[config.mk]
export PLATFORM = sky130hd
export DESIGN_NAME = sramc_ofifo
export DESIGN_NICKNAME = d
export VERILOG_FILES = /design/src/hw/rtl/sramc_pkg.sv /design/src/hw/rtl/sramc_ofifo.sv
export SDC_FILE = /design/constraint.sdc
export NUM_CORES = 1
export LEC_CHECK = 0
export ABC_AREA = 1
export BUFFER_PORTS_ARGS = -buffer_cell sky130_fd_sc_hd__buf_2
export CAP_MARGIN = 15
export CORE_UTILIZATION = 25
export DETAILED_ROUTE_END_ITERATION = 12
export PLACE_DENSITY = 0.43
export SLEW_MARGIN = 25
export SYNTH_ARGS = -nofsm -noshare
export SYNTH_HDL_FRONTEND = slang
export SYNTH_SLANG_ARGS = --single-unit
[constraint.sdc]
create_clock -name clk -period 2.3 [get_ports clk]
set_input_delay 0.575 -clock clk [delete_from_list [all_inputs] [get_ports clk]]
set_output_delay 0.575 -clock clk [all_outputs]
set_load 0.03 [all_outputs]
[src/hw/rtl/sramc_pkg.sv]
// Shared constants, types and register codes of the send-rate mode controller.
package sramc_pkg;

	localparam int WINDOW_SAMPLES = 8;
	localparam int TIME_BITS      = 40;
	localparam int TS_W           = 40;
	localparam int CT_W           = 32;
	localparam int RATIO_W        = 16;
	localparam int THRESH_W       = 32;
	localparam int SAT_W          = 32;

	localparam int RING_DEPTH = WINDOW_SAMPLES + 1;
	localparam int RING_AW    = $clog2(RING_DEPTH);
	localparam int FILL_W     = $clog2(RING_DEPTH + 1);

	localparam int AVG_W   = TIME_BITS - ($clog2(WINDOW_SAMPLES + 1) - 1);
	localparam int AVGX_W  = (AVG_W > SAT_W + 1) ? AVG_W : SAT_W + 1;
	localparam int PROD_W  = RATIO_W + AVG_W;
	localparam int CT256_W = CT_W + 8;
	localparam int RCMP_W  = (PROD_W > CT256_W) ? PROD_W : CT256_W;
	localparam int HPROD_W = SAT_W + RATIO_W;
	localparam int HCMP_W  = (HPROD_W > AVG_W + 8) ? HPROD_W : AVG_W + 8;

	localparam int FIFO_DEPTH = 8;
	localparam int FIFO_AW    = $clog2(FIFO_DEPTH);
	localparam int FIFO_CW    = $clog2(FIFO_DEPTH + 1);

	localparam int CFG_IDX_W  = 3;
	localparam int CFG_DATA_W = 32;
	localparam int S_DATA_W   = 72;
	localparam int M_DATA_W   = 40;

	localparam logic [CFG_IDX_W-1:0] REG_MAX_RATIO        = 3'd0;
	localparam logic [CFG_IDX_W-1:0] REG_MIN_RATIO        = 3'd1;
	localparam logic [CFG_IDX_W-1:0] REG_HYST_FACTOR      = 3'd2;
	localparam logic [CFG_IDX_W-1:0] REG_QUAL_UP          = 3'd3;
	localparam logic [CFG_IDX_W-1:0] REG_QUAL_DOWN        = 3'd4;
	localparam logic [CFG_IDX_W-1:0] REG_COMPLEX_EN       = 3'd5;
	localparam logic [CFG_IDX_W-1:0] REG_START_COMPRESSED = 3'd6;

	localparam logic [RATIO_W-1:0]  MAX_RATIO_RST   = 16'd128;
	localparam logic [RATIO_W-1:0]  MIN_RATIO_RST   = 16'd64;
	localparam logic [RATIO_W-1:0]  HYST_FACTOR_RST = 16'd256;
	localparam logic [THRESH_W-1:0] QUAL_UP_RST     = 32'd40000;
	localparam logic [THRESH_W-1:0] QUAL_DOWN_RST   = 32'd60000;
	localparam logic                COMPLEX_EN_RST  = 1'b0;
	localparam logic                START_COMP_RST  = 1'b1;

	typedef enum logic [1:0] {
		QUAL_NONE = 2'd0,
		QUAL_UP   = 2'd1,
		QUAL_DOWN = 2'd2
	} qual_t;

	typedef struct packed {
		logic [RATIO_W-1:0]  max_ratio;
		logic [RATIO_W-1:0]  min_ratio;
		logic [RATIO_W-1:0]  hyst_factor;
		logic [THRESH_W-1:0] qual_up;
		logic [THRESH_W-1:0] qual_down;
		logic                complex_en;
	} cfg_t;

	typedef struct packed {
		qual_t              quality_request;
		logic               compression_changed;
		logic               compressed_now;
		logic [SAT_W-1:0]   average_interval_us;
		logic               average_valid;
	} res_t;

	typedef struct packed {
		logic s1;
		logic s2;
		logic s3;
	} pipe_valid_t;

endpackage

[src/hw/rtl/sramc_ofifo.sv]
// Result queue between the decision pipeline and the output stream.
module sramc_ofifo (
	input  logic                            clk,
	input  logic                            arst_n,
	input  logic                            push,
	input  sramc_pkg::res_t                 push_data,
	input  logic                            pop_ready,
	output logic                            pop_valid,
	output sramc_pkg::res_t                 pop_data,
	output logic [sramc_pkg::FIFO_CW-1:0]   count
);

	sramc_pkg::res_t                  mem_q [sramc_pkg::FIFO_DEPTH];
	logic [sramc_pkg::FIFO_AW-1:0]    wr_ptr_q;
	logic [sramc_pkg::FIFO_AW-1:0]    rd_ptr_q;
	logic [sramc_pkg::FIFO_CW-1:0]    count_q;
	logic                             pop;

	assign pop_valid = (count_q != '0);
	assign pop       = pop_valid && pop_ready;
	assign pop_data  = mem_q[rd_ptr_q];
	assign count     = count_q;

	always_ff @(posedge clk) begin
		if (push) begin
			mem_q[wr_ptr_q] <= push_data;
		end
	end

	always_ff @(posedge clk or negedge arst_n) begin
		if (!arst_n) begin
			wr_ptr_q <= '0;
			rd_ptr_q <= '0;
			count_q  <= '0;
		end else begin
			if (push) begin
				wr_ptr_q <= (wr_ptr_q == sramc_pkg::FIFO_AW'(sramc_pkg::FIFO_DEPTH - 1)) ? '0
				            : wr_ptr_q + sramc_pkg::FIFO_AW'(1);
			end
			if (pop) begin
				rd_ptr_q <= (rd_ptr_q == sramc_pkg::FIFO_AW'(sramc_pkg::FIFO_DEPTH - 1)) ? '0
				            : rd_ptr_q + sramc_pkg::FIFO_AW'(1);
			end
			if (push && !pop) begin
				count_q <= count_q + sramc_pkg::FIFO_CW'(1);
			end else if (pop && !push) begin
				count_q <= count_q - sramc_pkg::FIFO_CW'(1);
			end
		end
	end

endmodule

* Yosys cells after proc, flatten, opt, wreduce, memory -nomap -nowiden
Memories as Yosys holds them, arrays and structs flattened. Index checks and enable logic that the tools add are counted.
Storage, ports and cells: flip-flop bits (word level) 10, memory bits (writable) 296, bits of input ports 41, output and inout bits 42, word-level logic and storage cells 23, memories 1
Operators by class: add/sub/neg operators 4, eq/ne operators 2, multiplexer cells 6, reductions and logical operators 7
Memories:
- mem_q | words 8, width 37, read ports 1, clocked after memory_dff 0, wr ports 1, RTL line sramc_ofifo.sv:13 | sramc_pkg::res_t mem_q [sramc_pkg::FIFO_DEPTH];
Operators by type and width (number):
- two-way mux 4 bit | 2
- adder 3 x 1 -> 3 bit (second input constant) | 2
- equality test 3 bit (second input constant) | 2
- two-way mux 3 bit | 2
- adder 4 x 1 -> 4 bit (second input constant) | 1
- nonzero test 4 bit | 1
- subtractor 4 x 1 -> 4 bit (second input constant) | 1
- logical AND 1 bit | 3
- logical NOT 1 bit | 2
- two-way mux 1 bit | 2
- nonzero test 2 bit | 1

* Logic depth before layout (Yosys ltp)
word-level depth 5, gate-level depth with buffers 12, depth with buffers taken out 12

* Worst setup path after synthesis
No wires, ideal clock.
path kind input port to flip-flop, start in push, end mem mem_q[1][0] (netlist bit), enable pin, setup time 431 ps, data arrival time 2246 ps, data required time 1869 ps, slack -378 ps, stages 2, buffers on the path 0, cells stage by stage nand2_1 nor2_1
Between the ends: word-level cells in the longest chain between the ends 2
Ends and longest elaborated chain:
- start, declared | RTL line sramc_ofifo.sv:5 | input logic push,
- two-way mux 1 bit | RTL line sramc_ofifo.sv:25 | if (push) begin
- two-way mux 1 bit (not written as such) | RTL line sramc_ofifo.sv:26 | mem_q[wr_ptr_q] <= push_data;
- end, declared | RTL line sramc_ofifo.sv:13
No other way between the ends.

==> flow_summary.toml <==
[job]
cap_violations = 0

[worst_setup_path]
worstPathCellList = "buf_12 -> buf_12 -> buf_16 -> nor2_4 -> nor2_1 -> nand2_1 -> nand2_1 -> nand2_2 -> nand2_4 -> buf_6"
crit_buf_inv = 4
worstReg2RegStart = "count[0]$_DFFE_PN0P_"
crit_arrival_ns = 2.05
worstSetupStartpointType = "flop"
crit_path_max_incr_delay_ns = 0.50
r2r-end = "count[3]$_DFFE_PN0P_"
crit_slowest_cell = "dfrtp_4"
r2r_cells = 11
critPathTopFamily = "buffers and inverters"
r2r_slack_ns = 0.40
criticalPathCategory = "flop to primary output"
critPathRequiredTime_ns = 1.73
endpoint_kind = "primary output"
cp_max_fo = 8

[clock_network]
clock_path_buffers = 3
insertion_delay_ns = 0.53
clock_tree.root_cell = "clkbuf_16"
htree_num_levels = 2
tritoncts = "built"
cts_made_buffers = 35
clkSlewWorstSetupHoldPaths_ns = 0.06
clock_sinks = 306

[timing]
layout_setup_ws_ns = -0.324
slew_headroom = 0.742
fin_crit_ns = 2.62
worst_pin_slew_ns = 0.386
finClkSkew_ns = 0.0268
grt_setup_unrepaired = "true"
timing.fmax_mhz = 381
slew_violations = 0
finalSetupViolCount = 37
period_share = 1.14
finalHoldViolCount = 0

[place]
dp.cells = 2107
hpwl_mm = 17.2
io_buffer_count = 82
place.gp.congestion = 0.698
dpl_cell_area_um2 = 14900

[layout]
drive_gt1_frac = 0.211
nFillCells = 5319
nNetsFinal = 1537
final_cell_area_um2 = 17400
finalNonFillerCells = 2200
area_growth_pct = 30.6
final_cell_mix = "nand2_1, edfxtp_1, nor2_1"
final_common_cell = "nand2_1"
fin_util = 0.331
diodes = 0

[synthesis]
synth_fa_ha_area_frac = 0.00809
synth_compound_area_frac = 0.00263
synthCells = 1359
ys_seq_elements = 306
synth_top_family_by_area = "simple AND/OR/NAND/NOR gates"
yosysTopAreaCell = "edfxtp_1"
yosys-top-cells-area = "edfxtp_1, nand2_1, nor2_1"
synth-simple-area-share = 0.232
avgSynthCellArea_um2 = 9.79
ys_seq_area_frac = 0.687
synth.area.mux_share = 0
post_synth_num_cell_types = 17
synth_xor_area_frac = 0.00132
syn-cell-area_um2 = 13300
synth_top_area_share = 0.668
synth-warning-count = 0
syn_nets = 1408

[floorplanning]
die-width_um = 233
die_h_um = 233
die_area_um2 = 54100
row_count = 84
fp.coreArea_um2 = 52600
pin_count = 83
start_util = 0.253

[min_path]
hold_path_startpoint = "push_data[6]"
hold_depth = 1
hold_path.class = "input pin to flop"
hold_end = "mem_q[6][6]$_DFFE_PP_"

[routing]
drc = 0
first_pass_iters = 4
drt_iter0_markers = 466
wl_mm = 34.9
wire_per_inst_um = 15.8
routed-via-count = 8884
drtAntennaViolNets = 0
vias_per_cell = 4.04

[power]
p_per_area_nw_per_um2 = 1350
p_leak_nw = 7.19
vdd_drop_max_mv = 0.585

[grt]
grt_antenna_before_repair = 4
overflow = 0
grt_pass1_vias = 8554
grt_pass1_wl_mm = 51.8
grt_max_degree = 50
track_usage = 0.127

[outcome]
violations = "negative setup slack"
outcome = "finished with violations"
flip-flops by register name (all words and copies together), names as in the netlist:
register	count
wr_ptr_q	3
mem_q	296
count	4
rd_ptr_q	3
cell families (layout without fill, tap and decap cells):
kind of cell               Yosys count  in the layout
DFF                                306            306
xor gates and xnor gates             2              2
and+or+nand+nor                    820            820
AOI/OAI and AO/OA                    7              7
buffers and inverters              216            369
adders and majority gates            8              8
layer usage:
layer,vias up,global-route usage,part of all wire
li1,4503,-,-
met1,4203,0.175,0.47
met2,116,0.203,0.47
met3,54,0.0239,0.041
met4,8,0.0323,0.016
met5,-,0,0.0014
synthesized netlist by cell type, drive strengths merged:
library cell and count:
or2 1, buf 48, clkbuf 9, fa 1, a21oi 1, o21ai 6
xnor2 2, nor2 308, inv 159, edfxtp 296, nand3 5, nand2 506
dfrtp 10, ha 7
power by group:
part | total [mW] | switching, mW | leakage, nW | internal [mW]
clock | 5.45 | 2.20 | 0.538 | 3.25
combinational | 10.8 | 6.46 | 3.85 | 4.37
sequential | 7.10 | 0.261 | 2.81 | 6.84
through the flow:
step / setup WS [ns] / hold slack, ns / power, mW / TNS (ns)
6_report: -0.324 / 0.331 / 23.4 / -9.20
5_1_grt: -0.423 / 0.325 / 24.9 / -13.31
4_1_cts: -0.331 / 0.295 / 22.7 / -10.40
3_5_place_dp: 0.139 / 0.462 / 15.3 / 0
3_3_place_gp: 0.129 / 0.461 / 15.3 / 0
2_1_floorplan: -0.378 / 0.279 / 12.6 / -97.00
layout make-up:
class | instances | area [um2] | area share
timing repair buffer | 149 | 1880 | 0.108
clock inverter | 21 | 180 | 0.0104
tap | 688 | 861 | 0.0496
multi-input combinational | 837 | 3760 | 0.217
clock buffer | 40 | 937 | 0.0540
sequential | 306 | 9150 | 0.526
inverter | 159 | 602 | 0.0346
worst max-delay path by stage:
stage / depth (start not counted) / to / from / slack [ns]
after CTS: 10 / pop_data[21] / rd_ptr_q[0]$_DFFE_PN0P_ / -0.33
after global placement: 8 / pop_data[36] / rd_ptr_q[0]$_DFFE_PN0P_ / 0.13
after global routing: 10 / pop_data[24] / rd_ptr_q[0]$_DFFE_PN0P_ / -0.42
after detailed placement: 8 / pop_data[14] / rd_ptr_q[0]$_DFFE_PN0P_ / 0.14
final: 10 / pop_data[12] / rd_ptr_q[0]$_DFFE_PN0P_ / -0.32
after floorplan: 2 / mem_q[3][0]$_DFFE_PP_ / push / -0.38
what timing repair did:
item,in CTS,in global routing
gates cloned,9,13
endpoints found under the hold margin,10,0
pin swaps,37,71
setup buffers,8,2
hold buffers,1,0
setup endpoints to repair,37,37
gates resized for setup,139,92
Power figures use the tool's default switching activity.
