--- src/hw/rtl/sramc_pkg.sv ---
// Shared constants, types and register codes of the send-rate mode controller.
package sramc_pkg;

	localparam int WINDOW_SAMPLES = 8;
	localparam int TIME_BITS      = 40;
	localparam int TS_W           = 40;
	localparam int CT_W           = 32;
	localparam int RATIO_W        = 16;
	localparam int THRESH_W       = 32;
	localparam int SAT_W          = 32;

	localparam int RING_DEPTH = WINDOW_SAMPLES + 1;
	localparam int RING_AW    = $clog2(RING_DEPTH);
	localparam int FILL_W     = $clog2(RING_DEPTH + 1);

	localparam int AVG_W   = TIME_BITS - ($clog2(WINDOW_SAMPLES + 1) - 1);
	localparam int AVGX_W  = (AVG_W > SAT_W + 1) ? AVG_W : SAT_W + 1;
	localparam int PROD_W  = RATIO_W + AVG_W;
	localparam int CT256_W = CT_W + 8;
	localparam int RCMP_W  = (PROD_W > CT256_W) ? PROD_W : CT256_W;
	localparam int HPROD_W = SAT_W + RATIO_W;
	localparam int HCMP_W  = (HPROD_W > AVG_W + 8) ? HPROD_W : AVG_W + 8;

	localparam int FIFO_DEPTH = 8;
	localparam int FIFO_AW    = $clog2(FIFO_DEPTH);
	localparam int FIFO_CW    = $clog2(FIFO_DEPTH + 1);

	localparam int CFG_IDX_W  = 3;
	localparam int CFG_DATA_W = 32;
	localparam int S_DATA_W   = 72;
	localparam int M_DATA_W   = 40;

	localparam logic [CFG_IDX_W-1:0] REG_MAX_RATIO        = 3'd0;
	localparam logic [CFG_IDX_W-1:0] REG_MIN_RATIO        = 3'd1;
	localparam logic [CFG_IDX_W-1:0] REG_HYST_FACTOR      = 3'd2;
	localparam logic [CFG_IDX_W-1:0] REG_QUAL_UP          = 3'd3;
	localparam logic [CFG_IDX_W-1:0] REG_QUAL_DOWN        = 3'd4;
	localparam logic [CFG_IDX_W-1:0] REG_COMPLEX_EN       = 3'd5;
	localparam logic [CFG_IDX_W-1:0] REG_START_COMPRESSED = 3'd6;

	localparam logic [RATIO_W-1:0]  MAX_RATIO_RST   = 16'd128;
	localparam logic [RATIO_W-1:0]  MIN_RATIO_RST   = 16'd64;
	localparam logic [RATIO_W-1:0]  HYST_FACTOR_RST = 16'd256;
	localparam logic [THRESH_W-1:0] QUAL_UP_RST     = 32'd40000;
	localparam logic [THRESH_W-1:0] QUAL_DOWN_RST   = 32'd60000;
	localparam logic                COMPLEX_EN_RST  = 1'b0;
	localparam logic                START_COMP_RST  = 1'b1;

	typedef enum logic [1:0] {
		QUAL_NONE = 2'd0,
		QUAL_UP   = 2'd1,
		QUAL_DOWN = 2'd2
	} qual_t;

	typedef struct packed {
		logic [RATIO_W-1:0]  max_ratio;
		logic [RATIO_W-1:0]  min_ratio;
		logic [RATIO_W-1:0]  hyst_factor;
		logic [THRESH_W-1:0] qual_up;
		logic [THRESH_W-1:0] qual_down;
		logic                complex_en;
	} cfg_t;

	typedef struct packed {
		qual_t              quality_request;
		logic               compression_changed;
		logic               compressed_now;
		logic [SAT_W-1:0]   average_interval_us;
		logic               average_valid;
	} res_t;

	typedef struct packed {
		logic s1;
		logic s2;
		logic s3;
	} pipe_valid_t;

endpackage

--- src/hw/rtl/sramc_ring.sv ---
// Timestamp ring memory with its write pointer and registered read of the oldest entry.
module sramc_ring (
	input  logic                               clk,
	input  logic                               arst_n,
	input  logic                               wr_en,
	input  logic [sramc_pkg::TIME_BITS-1:0]    wr_ts,
	output logic [sramc_pkg::TIME_BITS-1:0]    oldest_ts
);

	logic [sramc_pkg::TIME_BITS-1:0] mem [sramc_pkg::RING_DEPTH];
	logic [sramc_pkg::RING_AW-1:0]   head_q;
	logic [sramc_pkg::RING_AW-1:0]   next_addr;
	logic [sramc_pkg::TIME_BITS-1:0] rd_q;

	always_comb begin
		if (head_q == sramc_pkg::RING_AW'(sramc_pkg::RING_DEPTH - 1)) begin
			next_addr = '0;
		end else begin
			next_addr = head_q + sramc_pkg::RING_AW'(1);
		end
	end

	always_ff @(posedge clk or negedge arst_n) begin
		if (!arst_n) begin
			head_q <= '0;
		end else if (wr_en) begin
			head_q <= next_addr;
		end
	end

	// The slot after the head holds the word written a whole window ago.
	always_ff @(posedge clk) begin
		if (wr_en) begin
			mem[head_q] <= wr_ts;
			rd_q        <= mem[next_addr];
		end
	end

	assign oldest_ts = rd_q;

endmodule

--- config.mk ---
export PLATFORM = sky130hd
export DESIGN_NAME = sramc_ring
export DESIGN_NICKNAME = d
export VERILOG_FILES = /design/src/hw/rtl/sramc_pkg.sv /design/src/hw/rtl/sramc_ring.sv
export SDC_FILE = /design/constraint.sdc
export NUM_CORES = 1
export LEC_CHECK = 0
export BUFFER_PORTS_ARGS = -buffer_cell sky130_fd_sc_hd__buf_4
export CAP_MARGIN = 20
export CORE_MARGIN = 5
export CORE_UTILIZATION = 57
export CTS_BUF_LIST = sky130_fd_sc_hd__clkbuf_2
export CTS_CLUSTER_SIZE = 25
export DETAILED_ROUTE_END_ITERATION = 10
export HOLD_SLACK_MARGIN = 0.03
export PLACE_DENSITY = 0.77
export SLEW_MARGIN = 20
export SYNTH_ARGS = -nofsm -noshare
export SYNTH_HDL_FRONTEND = slang
export SYNTH_SLANG_ARGS = --single-unit
--- constraint.sdc ---
create_clock -name clk -period 4.9 [get_ports clk]
set_input_delay 0.245 -clock clk [delete_from_list [all_inputs] [get_ports clk]]
set_output_delay 0.245 -clock clk [all_outputs]
set_load 0.005 [all_outputs]
### Yosys cells after proc, flatten, opt, wreduce, memory -nomap -nowiden

Memories as Yosys holds them, arrays and structs flattened. A register that Yosys moved wholly into a read port is not among the register bits.
Cells that the tools add are included.

| operators by class | value |
|---|---|
| shift operators | 0 |
| divide/modulo/power cells | 0 |
| add/sub/neg operators | 1 |
| bitwise logic cells | 0 |
| $lt $le $gt $ge | 0 |
| equal/unequal tests | 1 |
| $mul | 0 |
| mux-type cells | 3 |
| reductions and logical operators | 0 |

Operators by type and width:

| cell | count |
|---|---|
| 4-bit by 1-bit adder with 4-bit output (second input constant) | 1 |
| 4-bit == test (second input constant) | 1 |
| 4-bit 2-to-1 mux | 1 |
| 1-bit 2-to-1 mux | 2 |

| storage, ports and cells | value |
|---|---|
| memories kept | 1 |
| logic and storage cells | 7 |
| latch bits | 0 |
| bits in registers | 4 |
| ROM bits | 0 |
| RAM bits | 360 |
| output and inout port bits | 40 |

Memory list:

| name | depth | width | read ports | clocked after memory_dff | wr ports | RTL line | RTL |
|---|---|---|---|---|---|---|---|
| mem | 9 | 40 | 1 | 1 | 1 | sramc_ring.sv:10 | `logic [sramc_pkg::TIME_BITS-1:0] mem [sramc_pkg::RING_DEPTH];` |

### Longest topological paths before layout

Gate-level depths: netlist (run 1).

| logic depth | value |
|---|---|
| depth in word-level cells | 2 |
| mapped depth | 8 |
| gate-level depth less buffers | 7 |

### Worst setup path before layout (run 1)

OpenSTA, ideal clock, no wires.

| path | value |
|---|---|
| path type | register to register |
| from | reg head_q[3] (netlist bit) |
| to | mem mem[1][0] (netlist bit), enable pin |
| setup slack | -0.215 ns |
| data arrival time | 4.576 ns |
| period minus slack after synthesis | 5.115 ns |
| stages on the path, launching flop included | 4 |
| library setup time | 0.538 ns |
| required time | 4.362 ns |
| path buffers | 2 |
| cell sequence | dfrtp_1 buf_2 buf_2 nor4bb_1 |

RTL lines:

| what | RTL line | RTL |
|---|---|---|
| start: declaration | sramc_ring.sv:11 | `logic [sramc_pkg::RING_AW-1:0] head_q;` |
| start signal: assignment | sramc_ring.sv:27 | `head_q <= next_addr;` |
| end: declaration | sramc_ring.sv:10 |  |

No word-level cell before the write port.

### Worst setup path after layout (run 1)

| path | value |
|---|---|
| from | reg head_q[0] (netlist bit) |
| to | reg rd_q (netlist bit oldest_ts[17]), read port of mem, data pin |

| on the way | value |
|---|---|
| longest elaborated chain between the ends | 2 |

RTL lines:

| what | RTL line | RTL |
|---|---|---|
| 4-bit by 1-bit adder with 4-bit output or 4-bit == test (tied branches) | sramc_ring.sv:19, sramc_ring.sv:16 |  |
| 4-bit 2-to-1 mux (*) | sramc_ring.sv:16 | `if (head_q == sramc_pkg::RING_AW'(sramc_pkg::RING_DEPTH - 1)) begin` |
| named net next_addr, one bit | sramc_ring.sv:12 | `logic [sramc_pkg::RING_AW-1:0] next_addr;` |
| end: declaration | sramc_ring.sv:13 | `logic [sramc_pkg::TIME_BITS-1:0] rd_q;` |

The timed path passes the listed nets; every way through them passes the cells marked *.
A chain may end at the register's enable or synchronous reset.

==> impl_metrics.yaml, run 1 <==
layout:
  fin_area_mm2: 0.0175
  finalNetCount: 906
  drive_above_1_share: 0.329
  n_fill_cell: 1721
  final_common_cell: "edfxtp_1"
  seq_area_mm2: 0.0121
  stdcell_count: 1272
  multiInputGateArea_mm2: 0.00274
  area_growth_pct: 15.0
  layout_common_cells: "400 x edfxtp_1, 134 x clkbuf_2, 103 x buf_4"
sta:
  hold_violations: 0
  setup_violations: 0
  fmax_ghz: 0.294
  skew_ns: 0.0888
  rsz0062_at_grt: "no"
  fin_ws_ns: 1.50
  maxSlewViolCount: 0
  setup_tns_ns: 0
  slew_headroom: 0.271
  max_slew.worst_pin.slew_ns: 1.09
  post-route-period-util: 0.694
  min_period_ns: 3.40
cts:
  cts_buffers: 95
  cts_sinks: 404
  ctsRootBufferMaster: "clkbuf_2"
  cts_resized: 0
  htreeDepth: 3
  clk_latency_ns: 0.88
  cts_setup_buffers: 0
  cts_buffer_depth: 3
  cts_tree: "done"
  clk_pin_slew_worst_paths_ns: 0.10
synthesis:
  yosys.area_share.simple: 0.00865
  yosys_warnings: 0
  synth_top_family_by_area: "multiplexers"
  ys_seq_area_frac: 0.798
  syn_area_per_cell_um2: 23.3
  synth_top_area_share: 0.791
  syn_nets: 698
  syn_area_mm2: 0.0152
  synthMuxAreaShare: 0.125
  ys_ff_latch: 404
  synthCells: 651
  ys_types: 41
  synth_top_area_cell: "edfxtp_1"
  synthXorXnorAreaFrac: 0
  synth_compound_area_frac: 0.0365
  ys_top_cells_by_area: "edfxtp_1 79%, mux4_2 6.8%, mux4_1 4.5%"
  synth_fa_ha_area_frac: 0.00330
floorplanning:
  fp.dieW_um: 173
  start_util: 0.581
  ios: 83
  die_y_um: 173
  core_mm2: 0.0261
  dieArea_mm2: 0.0300
  rows: 59
setup_path:
  critical_path.max_fanout: 54
  worstSetupStartpointType: "flop"
  critPathCaptureType: "flop"
  required_ns: 5.49
  cp.arrival_ns: 3.99
  path_class: "flop to flop"
place:
  io_buffers: 82
  pre_cts_ws_ns: 1.49
  place_hpwl_um: 15600
  place_inst: 1054
  placed_area_mm2: 0.0162
  place_congestion: 0.745
global_route:
  grt_usage: 0.199
  overflow: 0
  first_global_vias: 8009
  grt_pass1_wl_um: 45400
  grt_max_degree: 55
  antenna_found_initial: 1
detailed_routing:
  ant_nets: 0
  wl_um: 29400
  vias_per_cell: 5.83
  firstDrtPassIters: 7
  drc: 0
  avgRoutedWirePerCell_um: 23.1
  first_iter_violations: 825
  num_vias: 7411
power_and_ir_drop:
  swShare: 0.311
  vdd_drop_max_mv: 0.387
  seq_power_share: 0.483
  p_switching_mw: 3.00
  power.density_mw_per_mm2: 553
  leakagePower_nw: 6.14
  power_frac_comb: 0.308
  p_int_mw: 6.65
  p_clk_frac: 0.209
flow_run:
  drv_cap: 0
status:
  status: "finished clean"
worst_hold_path:
  hold_class: "primary input to flop"
[layout make-up]
cell class / count / area share
Sequential cell: 404 / 0.694
Multi-Input combinational cell: 177 / 0.157
Timing Repair Buffer: 146 / 0.0690
Clock buffer: 134 / 0.0384
Tap cell: 335 / 0.0240
Clock inverter: 40 / 0.0103
Inverter: 35 / 0.00753
Antenna cell: 1 / 0.000143
[cells in the mapped netlist]
library cell  instances
mux4_2               46
nand2_1               6
clkbuf_1              4
o21ai_0               2
mux2i_1              16
nor3_1                3
nor2_1                4
clkbuf_4              3
nand3_1               2
a21o_1                1
o211ai_1              1
dfrtp_1               4
nand3_2               1
buf_1                 1
mux2_2                2
a22oi_1               8
and4b_1               1
nand2b_1              4
a21boi_2              1
a211oi_1              1
a31oi_4               1
inv_2                 1
nor4bb_1              1
buf_12                4
o21ai_1               1
nand4_1               1
nor3b_1               1
inv_1                34
o22ai_2               1
a21oi_1               1
a211oi_2              1
a222oi_1             32
buf_4                 4
buf_2                11
edfxtp_1            400
mux4_1               26
buf_6                 7
a31oi_2               1
clkbuf_8              1
ha_1                  4
o221ai_1              7
[repair_timing]
| item | 4_1_cts | 5_1_grt |
|---|---|---|
| endpoints found under the hold margin | 407 | 0 |
| hold buffers | 43 | 0 |
| endpoints found under the setup margin | 0 | 0 |
[sequential cells by signal, indices dropped and copies added, names as in the netlist]
signal	flops
oldest_ts	40
head_q	4
mem	360
[routing by layer]
metal,GRT usage,up-vias,part of all wire
met3,0.0489,42,0.085
met2,0.318,343,0.49
li1,-,3286,-
met1,0.271,3740,0.40
met4,0.0722,0,0.017
met5,0,-,0
[critical path, stage by stage (launching register included)]
cell and delay (ns):
dfrtp_1 0.56, inv_1 0.17, ha_4 0.97, buf_4 0.40, mux4_1 0.59, a222oi_1 0.35
inv_1 0.07
[cell families (layout without fill, tap and decap cells)]
logic type	Yosys count	in the layout
other	0	1
DFF	404	404
AOI/OAI and AO/OA	59	59
buffers and inverters	70	355
adders and majority gates	4	4
and+or+nand+nor	24	24
muxes	90	90
[final timing paths]
check	from	endpoint	slack (ns)	cells past startpoint
worst max-delay path	head_q[0]	oldest_ts[17]	1.50	6
max in group asynchronous	arst_n	head_q[2]	4.34	3
min in group asynchronous	arst_n	head_q[1]	0.34	3
worst min register to register	mem[8][36]	oldest_ts[36]	0.49	2
worst min-delay path	wr_ts[35]	mem[8][35]	0.16	2
worst max register to register	head_q[0]	oldest_ts[17]	1.50	6
[metrics by stage]
| stage | utilization | total power, mW | hold slack [ns] |
|---|---|---|---|
| 4_1_cts | 0.668 | 9.76 | 0.0677 |
| 3_3_place_gp | 0.619 | 7.63 | 0.0493 |
| 6_report | 0.668 | 9.65 | 0.162 |
| 3_5_place_dp | 0.619 | 7.73 | 0.0493 |
| 5_1_grt | 0.668 | 10.2 | 0.0848 |
| 2_1_floorplan | - | 6.85 | -0.0506 |
[power by group through the flow]
stage | Clock, mW | Sequential [mW] | Combinational [mW]
6_report | 2.01 | 4.66 | 2.98
5_1_grt | 2.29 | 4.71 | 3.22
4_1_cts | 2.08 | 4.67 | 3.02
3_5_place_dp | 0 | 4.74 | 2.99
3_3_place_gp | 0 | 4.71 | 2.92
2_1_floorplan | 0 | 4.68 | 2.17
(Power assumes the default switching activity.)
==> run 2: changes to the inputs <==
==> constraint.sdc (replaced) <==
create_clock -name clk -period 2.75 [get_ports clk]
set_input_delay 0.1375 -clock clk [delete_from_list [all_inputs] [get_ports clk]]
set_output_delay 0.1375 -clock clk [all_outputs]
set_load 0.005 [all_outputs]
==> run 2 against run 1 <==
Effect of this change: critical path depth stayed put; sequential power rose by 77%; via count increased by 6.0%; flip-flop and latch count unchanged; critical path type unchanged; largest power group unchanged.
==> impl_metrics.yaml, run 2 (same netlist as run 1, synthesis figures left out) <==
layout:
  stdcell_count: 1322
  area_growth_pct: 19.7
  drive_above_1_share: 0.327
  finalNetCount: 966
  final_common_cell: "edfxtp_1"
  layout_common_cells: "400 x edfxtp_1, 131 x clkbuf_2, 109 x buf_4"
  largest_reg_flops: 360
  regMostFlops: "mem"
  fin_area_mm2: 0.0182
floorplanning:
  core_mm2: 0.0261
  fp.dieW_um: 173
  start_util: 0.581
  die_y_um: 173
  ios: 83
  dieArea_mm2: 0.0300
  rows: 59
cts:
  clk_pin_slew_worst_paths_ns: 0.10
  cts_resized: 0
  ctsRootBufferMaster: "clkbuf_2"
  cts_buffer_depth: 3
  cts_tree: "done"
  cts_hold_buf: 88
  htreeDepth: 3
  cts_buffers: 94
  cts_setup_buffers: 0
  cts_sinks: 404
  clk_latency_ns: 0.88
power_and_ir_drop:
  vdd_drop_max_mv: 0.830
  leakagePower_nw: 6.44
  power.density_mw_per_mm2: 985
  total_power_mw: 17.9
detailed_routing:
  first_iter_violations: 771
  drc: 0
  ant_nets: 0
  vias_per_cell: 5.94
  wl_um: 31800
  firstDrtPassIters: 7
  avgRoutedWirePerCell_um: 24.0
  num_vias: 7855
global_route:
  grt-busiest-layer: "met2"
  grt_util_met2: 0.360
  overflow: 0
  grt.met3_usage: 0.0504
  use_met1: 0.285
  grt_max_degree: 46
  first_global_vias: 8550
  grt_pass1_wl_um: 49400
  grt_usage: 0.216
  antenna_found_initial: 2
sta:
  max_slew.worst_pin.slew_ns: 0.827
  min_period_ns: 2.65
  slew_headroom: 0.447
  rsz0062_at_grt: "no"
  setup_violations: 0
  fmax_ghz: 0.377
  hold_violations: 0
  hold_slack_ns: 0.101
  setup_tns_ns: 0
  post-route-period-util: 0.964
  skew_ns: 0.0531
  maxSlewViolCount: 0
place:
  io_buffers: 82
  placed_area_mm2: 0.0164
  place_inst: 1069
  place_congestion: 0.752
  place_hpwl_um: 17300
setup_path:
  rr_endpoint: "oldest_ts[26]"
  required_ns: 3.37
  worstSetupStartpointType: "flop"
  reg2reg_slack_ns: 0.1
  timing.rr.start: "head_q[0]"
  path_class: "flop to flop"
  r2r_cells: 6
  critPathCaptureType: "flop"
  critical_path.max_fanout: 27
  cp.arrival_ns: 3.27
worst_hold_path:
  hold_class: "primary input to flop"
  min_path_cells: 2
  worstHoldStart: "wr_ts[35]"
  hold_end: "mem[7][35]"
flow_run:
  drv_cap: 0
status:
  status: "finished clean"
run 2: changes by cell type in the layout (fill, tap and decap cells not counted), moves of 6 or more:
cell / delta
clkinv_1: -11
buf_12: +9
dlygate4sd3_1: +46
buf_4: +6
run 2: power breakdown:
part / leakage (nW) / internal (mW) / switching, mW
Combinational: 2.09 / 2.82 / 3.05
Sequential: 3.71 / 7.95 / 0.305
Clock: 0.641 / 1.56 / 2.21
Total: 6.44 / 12.3 / 5.56
run 2: worst max-delay path by stage:
| stage | cells past startpoint | endpoint | startpoint |
|---|---|---|---|
| 6_report | 6 | oldest_ts[26] | head_q[0] |
| 2_1_floorplan | 4 | mem[8][0] | head_q[0] |
| 4_1_cts | 6 | oldest_ts[26] | head_q[0] |
| 3_3_place_gp | 6 | oldest_ts[39] | head_q[0] |
| 5_1_grt | 6 | oldest_ts[35] | head_q[0] |
| 3_5_place_dp | 6 | oldest_ts[26] | head_q[0] |
run 2: per-stage QoR:
| step | setup slack [ns] | util |
|---|---|---|
| 2_1_floorplan | -0.276 | - |
| 3_3_place_gp | 0.219 | 0.628 |
| 3_5_place_dp | 0.111 | 0.628 |
| 4_1_cts | 0.102 | 0.695 |
| 5_1_grt | 0.00921 | 0.695 |
| 6_report | 0.0998 | 0.695 |
run 2: critical path: stages (launching register included):
cell      delay (ns)
dfrtp_1         0.57
inv_1           0.17
ha_4            0.35
buf_12          0.23
mux4_1          0.61
a222oi_1        0.35
inv_1           0.09
run 2: layout make-up:
class                           count  area, um2
Tap cell                          335        419
Timing Repair Buffer              207       1890
Clock inverter                     31        201
Fill cell                        1600       7960
Sequential cell                   404      12100
Clock buffer                      131        656
Multi-Input combinational cell    177       2760
Antenna cell                        2       5.00
Inverter                           35        131
run 2: routing by layer:
metal	routed length, um	part of all wire
met5	0	0
met4	512	0.016
met3	2890	0.091
met2	16100	0.51
met1	12300	0.39
